[src/rtl/frg_pkg.sv]
// Package for the fraction reducer: sequencer state type and fixed result widths.
// Used by frg_out_if.sv, fraction_reduce_by_gcd.sv and the testbench; depends on nothing.
package frg_pkg;

    // Width of each reduced result field on the output channel.
    localparam int OUT_W = 32;

    // Sequencer states: wait for a beat, run Euclid, divide each part, present result.
    typedef enum logic [2:0] {
        ST_IDLE,
        ST_GCD,
        ST_DIV_NUM,
        ST_DIV_DEN,
        ST_OUT
    } t_frg_state;

endpackage

[src/rtl/frg_in_if.sv]
// Input channel of the fraction reducer: valid/ready handshake and the fraction operands.
// Standalone interface; the width follows the operand width of the block.
interface frg_in_if #(
    parameter int DATA_WIDTH = 32
);
    logic                  valid;
    logic                  ready;
    logic [DATA_WIDTH-1:0] numerator;
    logic [DATA_WIDTH-1:0] denominator;

    modport source (output valid, output numerator, output denominator, input ready);
    modport sink   (input valid, input numerator, input denominator, output ready);
endinterface

[src/rtl/frg_out_if.sv]
// Output channel of the fraction reducer: valid/ready handshake and the reduced fraction.
// Depends on frg_pkg for the result field width.
interface frg_out_if;
    logic                       valid;
    logic                       ready;
    logic [frg_pkg::OUT_W-1:0]  reduced_numerator;
    logic [frg_pkg::OUT_W-1:0]  reduced_denominator;
    logic                       zero_operand_error;

    modport source (output valid, output reduced_numerator, output reduced_denominator,
                    output zero_operand_error, input ready);
    modport sink   (input valid, input reduced_numerator, input reduced_denominator,
                    input zero_operand_error, output ready);
endinterface

[src/rtl/fraction_reduce_by_gcd.sv]
// Fraction reducer: Euclid's gcd by repeated remainder, then both parts divided by the gcd.
// A zero operand goes straight to the result beat; else the Euclid remainder steps, then the
// numerator and denominator divisions run one after another, since one radix-2 divider does every division.
// Throughput: one beat at a time; ready again the cycle after the result beat is taken.
// Reset: synchronous, active low; returns the sequencer to idle with no result pending.
// Depends on frg_pkg, frg_in_if and frg_out_if.
module fraction_reduce_by_gcd #(
    parameter int DATA_WIDTH = 32
) (
    input  logic       i_clk,
    input  logic       i_rst_n,
    frg_in_if.sink     i_item,
    frg_out_if.source  o_result
);

    localparam int CNT_W = $clog2(DATA_WIDTH);
    localparam int OUT_W = frg_pkg::OUT_W;

    frg_pkg::t_frg_state r_state;
    frg_pkg::t_frg_state n_state;

    logic [CNT_W-1:0]      r_cnt;
    logic [DATA_WIDTH-1:0] r_rem;
    logic [DATA_WIDTH-1:0] r_quo;
    logic [DATA_WIDTH-1:0] r_div;
    logic [DATA_WIDTH-1:0] r_num;
    logic [DATA_WIDTH-1:0] r_den;
    logic [DATA_WIDTH-1:0] r_res_num;
    logic [DATA_WIDTH-1:0] r_res_den;
    logic                  r_err;

    logic                  in_beat;
    logic                  out_beat;
    logic                  zero_in;
    logic                  div_last;
    logic [DATA_WIDTH:0]   rem_sh;
    logic [DATA_WIDTH:0]   diff;
    logic                  fits;
    logic [DATA_WIDTH-1:0] step_rem;
    logic [DATA_WIDTH-1:0] step_quo;
    logic [DATA_WIDTH+OUT_W-1:0] ext_num;
    logic [DATA_WIDTH+OUT_W-1:0] ext_den;

    // Handshake events and the zero operand check on the incoming beat.
    assign in_beat  = i_item.valid && i_item.ready;
    assign out_beat = o_result.valid && o_result.ready;
    assign zero_in  = (i_item.numerator == '0) || (i_item.denominator == '0);
    assign div_last = (r_cnt == CNT_W'(DATA_WIDTH - 1));

    // One restoring divider step: shift in the next dividend bit and try the subtraction.
    assign rem_sh   = {r_rem, r_quo[DATA_WIDTH-1]};
    assign diff     = rem_sh - {1'b0, r_div};
    assign fits     = !diff[DATA_WIDTH];
    assign step_rem = fits ? diff[DATA_WIDTH-1:0] : rem_sh[DATA_WIDTH-1:0];
    assign step_quo = {r_quo[DATA_WIDTH-2:0], fits};

    // Next state of the sequencer.
    always_comb begin
        n_state = r_state;
        unique case (r_state)
            frg_pkg::ST_IDLE: begin
                if (in_beat) begin
                    n_state = zero_in ? frg_pkg::ST_OUT : frg_pkg::ST_GCD;
                end
            end
            frg_pkg::ST_GCD: begin
                if (div_last && (step_rem == '0)) begin
                    n_state = frg_pkg::ST_DIV_NUM;
                end
            end
            frg_pkg::ST_DIV_NUM: begin
                if (div_last) begin
                    n_state = frg_pkg::ST_DIV_DEN;
                end
            end
            frg_pkg::ST_DIV_DEN: begin
                if (div_last) begin
                    n_state = frg_pkg::ST_OUT;
                end
            end
            frg_pkg::ST_OUT: begin
                if (out_beat) begin
                    n_state = frg_pkg::ST_IDLE;
                end
            end
            default: n_state = frg_pkg::ST_IDLE;
        endcase
    end

    // Handshake outputs follow the state alone.
    always_comb begin
        i_item.ready   = (r_state == frg_pkg::ST_IDLE);
        o_result.valid = (r_state == frg_pkg::ST_OUT);
    end

    // Results are cut or zero-extended to the output field width.
    assign ext_num = {{OUT_W{1'b0}}, r_res_num};
    assign ext_den = {{OUT_W{1'b0}}, r_res_den};
    assign o_result.reduced_numerator   = ext_num[OUT_W-1:0];
    assign o_result.reduced_denominator = ext_den[OUT_W-1:0];
    assign o_result.zero_operand_error  = r_err;

    // Control registers.
    always_ff @(posedge i_clk) begin
        if (!i_rst_n) begin
            r_state <= frg_pkg::ST_IDLE;
            r_cnt   <= '0;
        end else begin
            r_state <= n_state;
            if ((r_state == frg_pkg::ST_GCD) || (r_state == frg_pkg::ST_DIV_NUM) ||
                (r_state == frg_pkg::ST_DIV_DEN)) begin
                r_cnt <= div_last ? '0 : r_cnt + 1'b1;
            end else begin
                r_cnt <= '0;
            end
        end
    end

    // Datapath: load operands, step the shared divider, and reload it between divisions.
    always_ff @(posedge i_clk) begin
        unique case (r_state)
            frg_pkg::ST_IDLE: begin
                if (in_beat) begin
                    r_num <= i_item.numerator;
                    r_den <= i_item.denominator;
                    r_rem <= '0;
                    r_err <= zero_in;
                    if (zero_in) begin
                        r_res_num <= '0;
                        r_res_den <= '0;
                    end
                    // Larger operand is the first dividend.
                    if (i_item.numerator < i_item.denominator) begin
                        r_quo <= i_item.denominator;
                        r_div <= i_item.numerator;
                    end else begin
                        r_quo <= i_item.numerator;
                        r_div <= i_item.denominator;
                    end
                end
            end
            frg_pkg::ST_GCD: begin
                if (div_last) begin
                    r_rem <= '0;
                    if (step_rem == '0) begin
                        // Divisor is the gcd; it stays loaded for the numerator division.
                        r_quo <= r_num;
                    end else begin
                        r_quo <= r_div;
                        r_div <= step_rem;
                    end
                end else begin
                    r_rem <= step_rem;
                    r_quo <= step_quo;
                end
            end
            frg_pkg::ST_DIV_NUM: begin
                if (div_last) begin
                    r_res_num <= step_quo;
                    r_rem     <= '0;
                    r_quo     <= r_den;
                end else begin
                    r_rem <= step_rem;
                    r_quo <= step_quo;
                end
            end
            frg_pkg::ST_DIV_DEN: begin
                if (div_last) begin
                    r_res_den <= step_quo;
                end else begin
                    r_rem <= step_rem;
                    r_quo <= step_quo;
                end
            end
            frg_pkg::ST_OUT: begin
            end
            default: begin
            end
        endcase
    end

`ifndef SYNTHESIS
    // One beat at a time: no new input while a result is offered.
    a_no_overlap: assert property (@(posedge i_clk) disable iff (!i_rst_n)
        o_result.valid |-> !i_item.ready)
        else $error("input ready while a result is pending");

    // An accepted beat always leaves idle, so input ready drops in the next cycle.
    a_busy_after_accept: assert property (@(posedge i_clk) disable iff (!i_rst_n)
        (i_item.valid && i_item.ready) |=> !i_item.ready)
        else $error("input ready right after an accepted beat");

    // The error result carries zeros in both parts.
    a_error_zeros: assert property (@(posedge i_clk) disable iff (!i_rst_n)
        (o_result.valid && o_result.zero_operand_error) |->
        (o_result.reduced_numerator == '0) && (o_result.reduced_denominator == '0))
        else $error("error result with nonzero parts");

    // The shared divider never runs with a zero divisor.
    a_div_nonzero: assert property (@(posedge i_clk) disable iff (!i_rst_n)
        ((r_state == frg_pkg::ST_GCD) || (r_state == frg_pkg::ST_DIV_NUM) ||
         (r_state == frg_pkg::ST_DIV_DEN)) |-> (r_div != '0))
        else $error("divider running with zero divisor");
`endif

endmodule

[src/flat_wrapper.sv]
// flat-port wrapper written by rule: the top's interface ports become plain ports
module fraction_reduce_by_gcd_flat 
#(
    parameter int DATA_WIDTH = 32
)
  (i_clk, i_rst_n, i_item_valid, i_item_numerator, i_item_denominator, i_item_ready, o_result_valid, o_result_reduced_numerator, o_result_reduced_denominator, o_result_zero_operand_error, o_result_ready);
  frg_in_if #(.DATA_WIDTH(DATA_WIDTH)) i_item_i ();
  frg_out_if o_result_i ();
  input  logic i_clk;
  input  logic i_rst_n;
  input wire logic [$bits(i_item_i.valid)-1:0] i_item_valid;
  input wire logic [$bits(i_item_i.numerator)-1:0] i_item_numerator;
  input wire logic [$bits(i_item_i.denominator)-1:0] i_item_denominator;
  output wire logic [$bits(i_item_i.ready)-1:0] i_item_ready;
  output wire logic [$bits(o_result_i.valid)-1:0] o_result_valid;
  output wire logic [$bits(o_result_i.reduced_numerator)-1:0] o_result_reduced_numerator;
  output wire logic [$bits(o_result_i.reduced_denominator)-1:0] o_result_reduced_denominator;
  output wire logic [$bits(o_result_i.zero_operand_error)-1:0] o_result_zero_operand_error;
  input wire logic [$bits(o_result_i.ready)-1:0] o_result_ready;
  assign i_item_i.valid = i_item_valid;
  assign i_item_i.numerator = i_item_numerator;
  assign i_item_i.denominator = i_item_denominator;
  assign i_item_ready = i_item_i.ready;
  assign o_result_valid = o_result_i.valid;
  assign o_result_reduced_numerator = o_result_i.reduced_numerator;
  assign o_result_reduced_denominator = o_result_i.reduced_denominator;
  assign o_result_zero_operand_error = o_result_i.zero_operand_error;
  assign o_result_i.ready = o_result_ready;
  fraction_reduce_by_gcd #(.DATA_WIDTH(DATA_WIDTH)) u_core (.i_clk(i_clk), .i_rst_n(i_rst_n), .i_item(i_item_i), .o_result(o_result_i));
endmodule
[config.mk]
export PLATFORM = sky130hd
export DESIGN_NAME = fraction_reduce_by_gcd_flat
export DESIGN_NICKNAME = d
export VERILOG_FILES = /design/src/rtl/frg_pkg.sv /design/src/rtl/frg_in_if.sv /design/src/rtl/frg_out_if.sv /design/src/rtl/fraction_reduce_by_gcd.sv /design/src/flat_wrapper.sv
export SDC_FILE = /design/constraint.sdc
export NUM_CORES = 1
export LEC_CHECK = 0
export ABC_AREA = 1
export BUFFER_PORTS_ARGS = -buffer_cell sky130_fd_sc_hd__clkbuf_2
export CAP_MARGIN = 25
export CORE_MARGIN = 2
export CORE_UTILIZATION = 41
export DETAILED_ROUTE_END_ITERATION = 8
export PLACE_DENSITY = 0.64
export SYNTH_ARGS = -nofsm -noshare
export SYNTH_HDL_FRONTEND = slang
export SYNTH_SLANG_ARGS = --single-unit
[constraint.sdc]
create_clock -name i_clk -period 8.4 [get_ports i_clk]
set_input_delay 0.42 -clock i_clk [delete_from_list [all_inputs] [get_ports i_clk]]
set_output_delay 0.42 -clock i_clk [all_outputs]
set_load 0.03 [all_outputs]
* Word level (Yosys, flattened, before mapping) *
Cells that the tools add are included.

word-level totals
  flip-flop bits (word level) = 233
  input bits = 68
  word-level logic and storage cells = 83
  output and inout bits = 67

cells by class
  reductions and logical operators = 25
  equal/unequal tests = 14
  bitwise gates (word level) = 2
  magnitude comparators = 1
  mux-type cells = 29
  $add $sub $neg = 2

operator list
  cell                                                              count
  32-bit 2-to-1 mux                                                 17
  32-bit case mux with 2 select lines                               3
  32-bit case mux with 4 select lines                               1
  32-bit zero test                                                  3
  32-bit case mux with 3 select lines                               1
  33-bit by 32-bit subtractor with 33-bit output                    1
  32-bit less-than comparator                                       1
  3-bit 2-to-1 mux                                                  6
  3-bit case mux with 5 select lines                                1
  4-bit AND reduction                                               3
  2-bit != test (second input constant)                             5
  2-bit by 1-bit != test with 1-bit output (second input constant)  4
  3-bit by 2-bit == test with 1-bit output (second input constant)  2
  3-bit AND reduction                                               2
  2-bit nonzero test                                                3
  5-bit by 1-bit adder with 5-bit output (second input constant)    1
  5-bit == test (second input constant)                             1
  5-bit AND reduction                                               1
  4-bit nonzero test                                                1
  3-bit by 1-bit == test with 1-bit output (second input constant)  1
  3-bit == test (second input constant)                             1
  1-bit logical AND                                                 3
  3-bit zero test                                                   1
  1-bit logical OR                                                  3
  other kinds (6)                                                   7

* Depth between registers and ports, before layout *
  word-level depth = 6
  depth in mapped cells = 27
  depth with buffers taken out = 25

* Worst setup path after synthesis *
Ideal clock, no wire load.

  path type = reg2reg
  start = reg u_core.r_div[0]
  end = reg u_core.r_div[0], enable pin
  setup time = 0.461 ns
  slack = 3.101 ns
  cell stages (with the launch flop) = 24
  path buffers = 2
  arrival = 4.838 ns
  period minus slack after synthesis = 5.299 ns
  required time = 7.939 ns
  path through = edfxtp_1 ha_1 fa_1 inv_1 nand2_1 nand2_1 nand3_1 nand2_2 nand2_2 nand2_2 nand2_4 nand3_2 nand2_4 buf_8 nand2_1 nand2_1 nand2_1 nor2_1 nand2_2 nor2_8 nand2_4 buf_6 a21oi_1 nor3_1

between the ends
  cells in the longest elaborated chain, start to end = 5

RTL lines
  item                                            RTL line                       source
  start: declaration                              fraction_reduce_by_gcd.sv:25   logic [DATA_WIDTH-1:0] r_div;
  start signal: assignment                        fraction_reduce_by_gcd.sv:135  r_div <= i_item.numerator;
  start signal: assignment                        fraction_reduce_by_gcd.sv:138  r_div <= i_item.denominator;
  start signal: assignment                        fraction_reduce_by_gcd.sv:150  r_div <= step_rem;
  33-bit by 32-bit subtractor with 33-bit output  fraction_reduce_by_gcd.sv:52   assign diff = rem_sh - {1'b0, r_div};
  32-bit 2-to-1 mux                               fraction_reduce_by_gcd.sv:54   assign step_rem = fits ? diff[DATA_WIDTH-1:0] : rem_sh[DATA_WIDTH-1:0];
  32-bit zero test                                fraction_reduce_by_gcd.sv:145  if (step_rem == '0) begin
  2-bit != test (no line)                         n/a
  4-bit AND reduction (no line)                   n/a

No other way between the ends.
A chain may end at the register's enable or synchronous reset.

* Final worst setup path *
  start = reg u_core.r_div[0]
  end = reg u_core.r_div[28], enable pin

The elaborated chain is that of the path after synthesis.

==> impl_metrics.tcl <==
set metrics [dict create \
    wire_per_inst_um 18.7 \
    chipHeight_um 194 \
    global_route.usage.met1 0.311 \
    post_route_drc 0 \
    ys_ff_latch 233 \
    placementRows 69 \
    power.share.combinational 0.563 \
    power_leakage_nw 7.73 \
    num_io_pins 135 \
    utilization 0.470 \
    grt_start_max_net_pins 93 \
    route.detailed.vias_per_inst 5.30 \
    crit_path_cell_trace "ha_1 > fa_1 > inv_1 > nand2_1 > nand2_1 > nand3_1 > nand2_2 > nand2_2 > nand2_2 > nand2_4 > nand2_4 > nand2_4 > nand2_4 > nand2_1 > nand2_1 > nand2_1 > nor2_1 > nand2_1 > nor2_4 > nand2_4 > a21oi_1 > nor3_2 > buf_4" \
    worstHoldPathType "input port to register" \
    period_share 0.613 \
    path_buf_inv 2 \
    met3_usage 0.0358 \
    antenna_violating_nets_post_route 0 \
    final.hold.worst_slack_ns 0.121 \
    number_of_antenna_violations_at_the_first_check_in_global_routing 0 \
    synthArstFlopShare 0 \
    worst-setup-path-type "register to register" \
    achievable-frequency_mhz 194 \
    power.share.sequential 0.299 \
    final_hold_viol_count 0 \
    outcome "complete, no violations" \
    area.growth.synth_to_final_pct 12.8 \
    gp_routability_congestion 0.932 \
    critPathMaxStageDelay_ns 0.82 \
    fp.coreArea_um2 35600 \
    gr-usage-all-layers 0.239 \
    cts_setup_buffers 0 \
    worstSetupStartpointType "register" \
    path_delay_family "simple AND/OR/NAND/NOR gates" \
    internal-power_mw 3.88 \
    postPlaceCellArea_um2 16000 \
    layout.nets 2105 \
    total_switching_power_mw 3.79 \
    post_synth_inst_count 1862 \
    cts_tree "yes" \
    clock_power_share 0.138 \
    cts.clk_slew.worst_paths_ns 0.06 \
    fin_area_um2 16700 \
    cts_made_buffers 25 \
    yosysWarnings 0 \
    timing.critical_path.fanout_max 34 \
    relSlewSlack 0.305 \
    post_synthesis_instance_area_um2 14800 \
    number_of_flops_mapped_to_enable_cells_by_yosys 225 \
    totalNegativeSetupSlack_ns 0 \
    power_switching_share 0.494 \
    post_cts_resize_count 0 \
    total_power_mw 7.67 \
    critPathSlowestCell "nor2_4" \
    layout_setup_ws_ns 3.25 \
    clkSinkCount 233 \
    mean_syn_cell_area_um2 7.96 \
    route.final.wire_length_mm 45.7 \
    use_met2 0.400 \
    io_buffers 134 \
    drt_iter0_markers 993 \
    synth_nets 1996 \
    busiest_layer "met2" \
    mostFrequentLayoutCell "nand2_1" \
    netlist.area_leader.share 0.456 \
    floorplan.initialDensity 0.417 \
    post-route-min-period_ns 5.15 \
    power.ir.vdd_worst_mv 0.477 \
    detailedPlace.worstSlack_ns 3.32 \
    power.density_cell_area_nw_per_um2 458 \
    synth-main-ff-cell "edfxtp_1" \
    grt_setup_unrepaired "no" \
    timing.clock.skew_ns 0.0115 \
    dpl.hpwl_mm 34.0 \
    report.final.setup_viol 0 \
    synth.area.top_cells "edfxtp_1, nand2_1, inv_1" \
    cap_viol_max_count 0 \
    post-synth-top-area-cell "edfxtp_1" \
    timing_max_transition_violations_final 0 \
    vias_in_the_first_global_route 12835 \
    drive_gt1_frac 0.139 \
    clk_path_buf_depth 3 \
    layout_common_cells "nand2_1, inv_1, edfxtp_1" \
    aggregate_global_routing_overflow 0 \
    die-width_um 194 \
    synth_sequential_area_ratio 0.466 \
    total_via_count_in_the_routed_design 12969 \
    yosysUniqueCellTypes 43 \
    cp_data_required_time_ns 8.62 \
    antenna_cells 0 \
    ctsRootBufferMaster "clkbuf_16" \
    post_cts_hold_buffer_count 0 \
    cp_common_cell "nand2_1" \
    first_pass_iters 5 \
    worst_skew_late_latency_ns 0.52 \
    critical_path_arrival_ns 5.37 \
    dp.cells 2405 \
    timing_worst_slew_pin_value_ns 1.04 \
    end_kind "register" \
    die_area_um2 37700 \
    htreeDepth 1 \
    wire_length_of_the_first_global_routing_pass_mm 71.1 \
    final-instance-count-excl-fill 2448 \
]
==> logic make-up after synthesis <==
family	count (synthesis)	synth area share
AOI/OAI and AO/OA	221	0.0777
xor gates and xnor gates	14	0.00827
adders and majority gates	66	0.0562
buffers and inverters	360	0.0959
DFF	233	0.466
and+or+nand+nor	968	0.295
==> per-layer routing <==
metal	vias up	share of wire
li1	6330	-
met1	6070	0.42
met2	468	0.47
met3	101	0.062
met4	0	0.044
met5	-	0
==> cell usage after synthesis, types with 6 or more instances <==
master    count
and2_1        6
xnor2_1      11
nand3_1     105
inv_1       289
nand3b_1     11
nor4_1       20
nand4_1      48
nand3_2      31
a21oi_1     103
dfxtp_1       8
clkbuf_1     49
edfxtp_1    225
or2_2        32
nor2_1      160
nand2_4       7
nand2_1     524
buf_6         6
ha_1         65
buf_1         6
nor3_1       13
nand2_2       6
o21ai_0     102
==> final timing paths <==
| kind | startpoint | to | slack [ns] | depth (start not counted) |
|---|---|---|---|---|
| worst max-delay path | u_core.r_div[0] | u_core.r_div[28] | 3.25 | 23 |
| worst min-delay path | i_item_denominator[1] | u_core.r_den[1] | 0.12 | 1 |
| worst max register to register | u_core.r_div[0] | u_core.r_div[28] | 3.25 | 23 |
| worst min register to register | u_core.r_cnt[0] | u_core.r_cnt[0] | 0.44 | 1 |
==> state kept, by name, indices dropped and copies added (netlist names), 5 cells and up <==
| name | cells |
|---|---|
| u_core.r_den | 32 |
| u_core.r_rem | 32 |
| u_core.r_quo | 32 |
| u_core.o_result.reduced_numerator | 32 |
| u_core.o_result.reduced_denominator | 32 |
| u_core.r_cnt | 5 |
| u_core.r_num | 32 |
| u_core.r_div | 32 |
==> final cells by class <==
cell class,instances,area (µm²)
multi-input cells,1269,6580
clock buffers,33,656
flip-flops and latches,233,6920
fillers,3546,18800
clock inverters,10,100
well taps,461,577
repair buffers,150,801
inverters,292,1100
==> power by group through the flow <==
stage / Sequential, mW / Clock, mW / Combinational (mW)
3_5_place_dp: 2.31 / 0 / 4.31
2_1_floorplan: 2.56 / 0 / 2.74
3_3_place_gp: 2.30 / 0 / 4.27
5_1_grt: 2.35 / 1.11 / 4.81
6_report: 2.30 / 1.06 / 4.32
4_1_cts: 2.30 / 1.07 / 4.32
No activity file was read; power rests on OpenSTA's default activity.
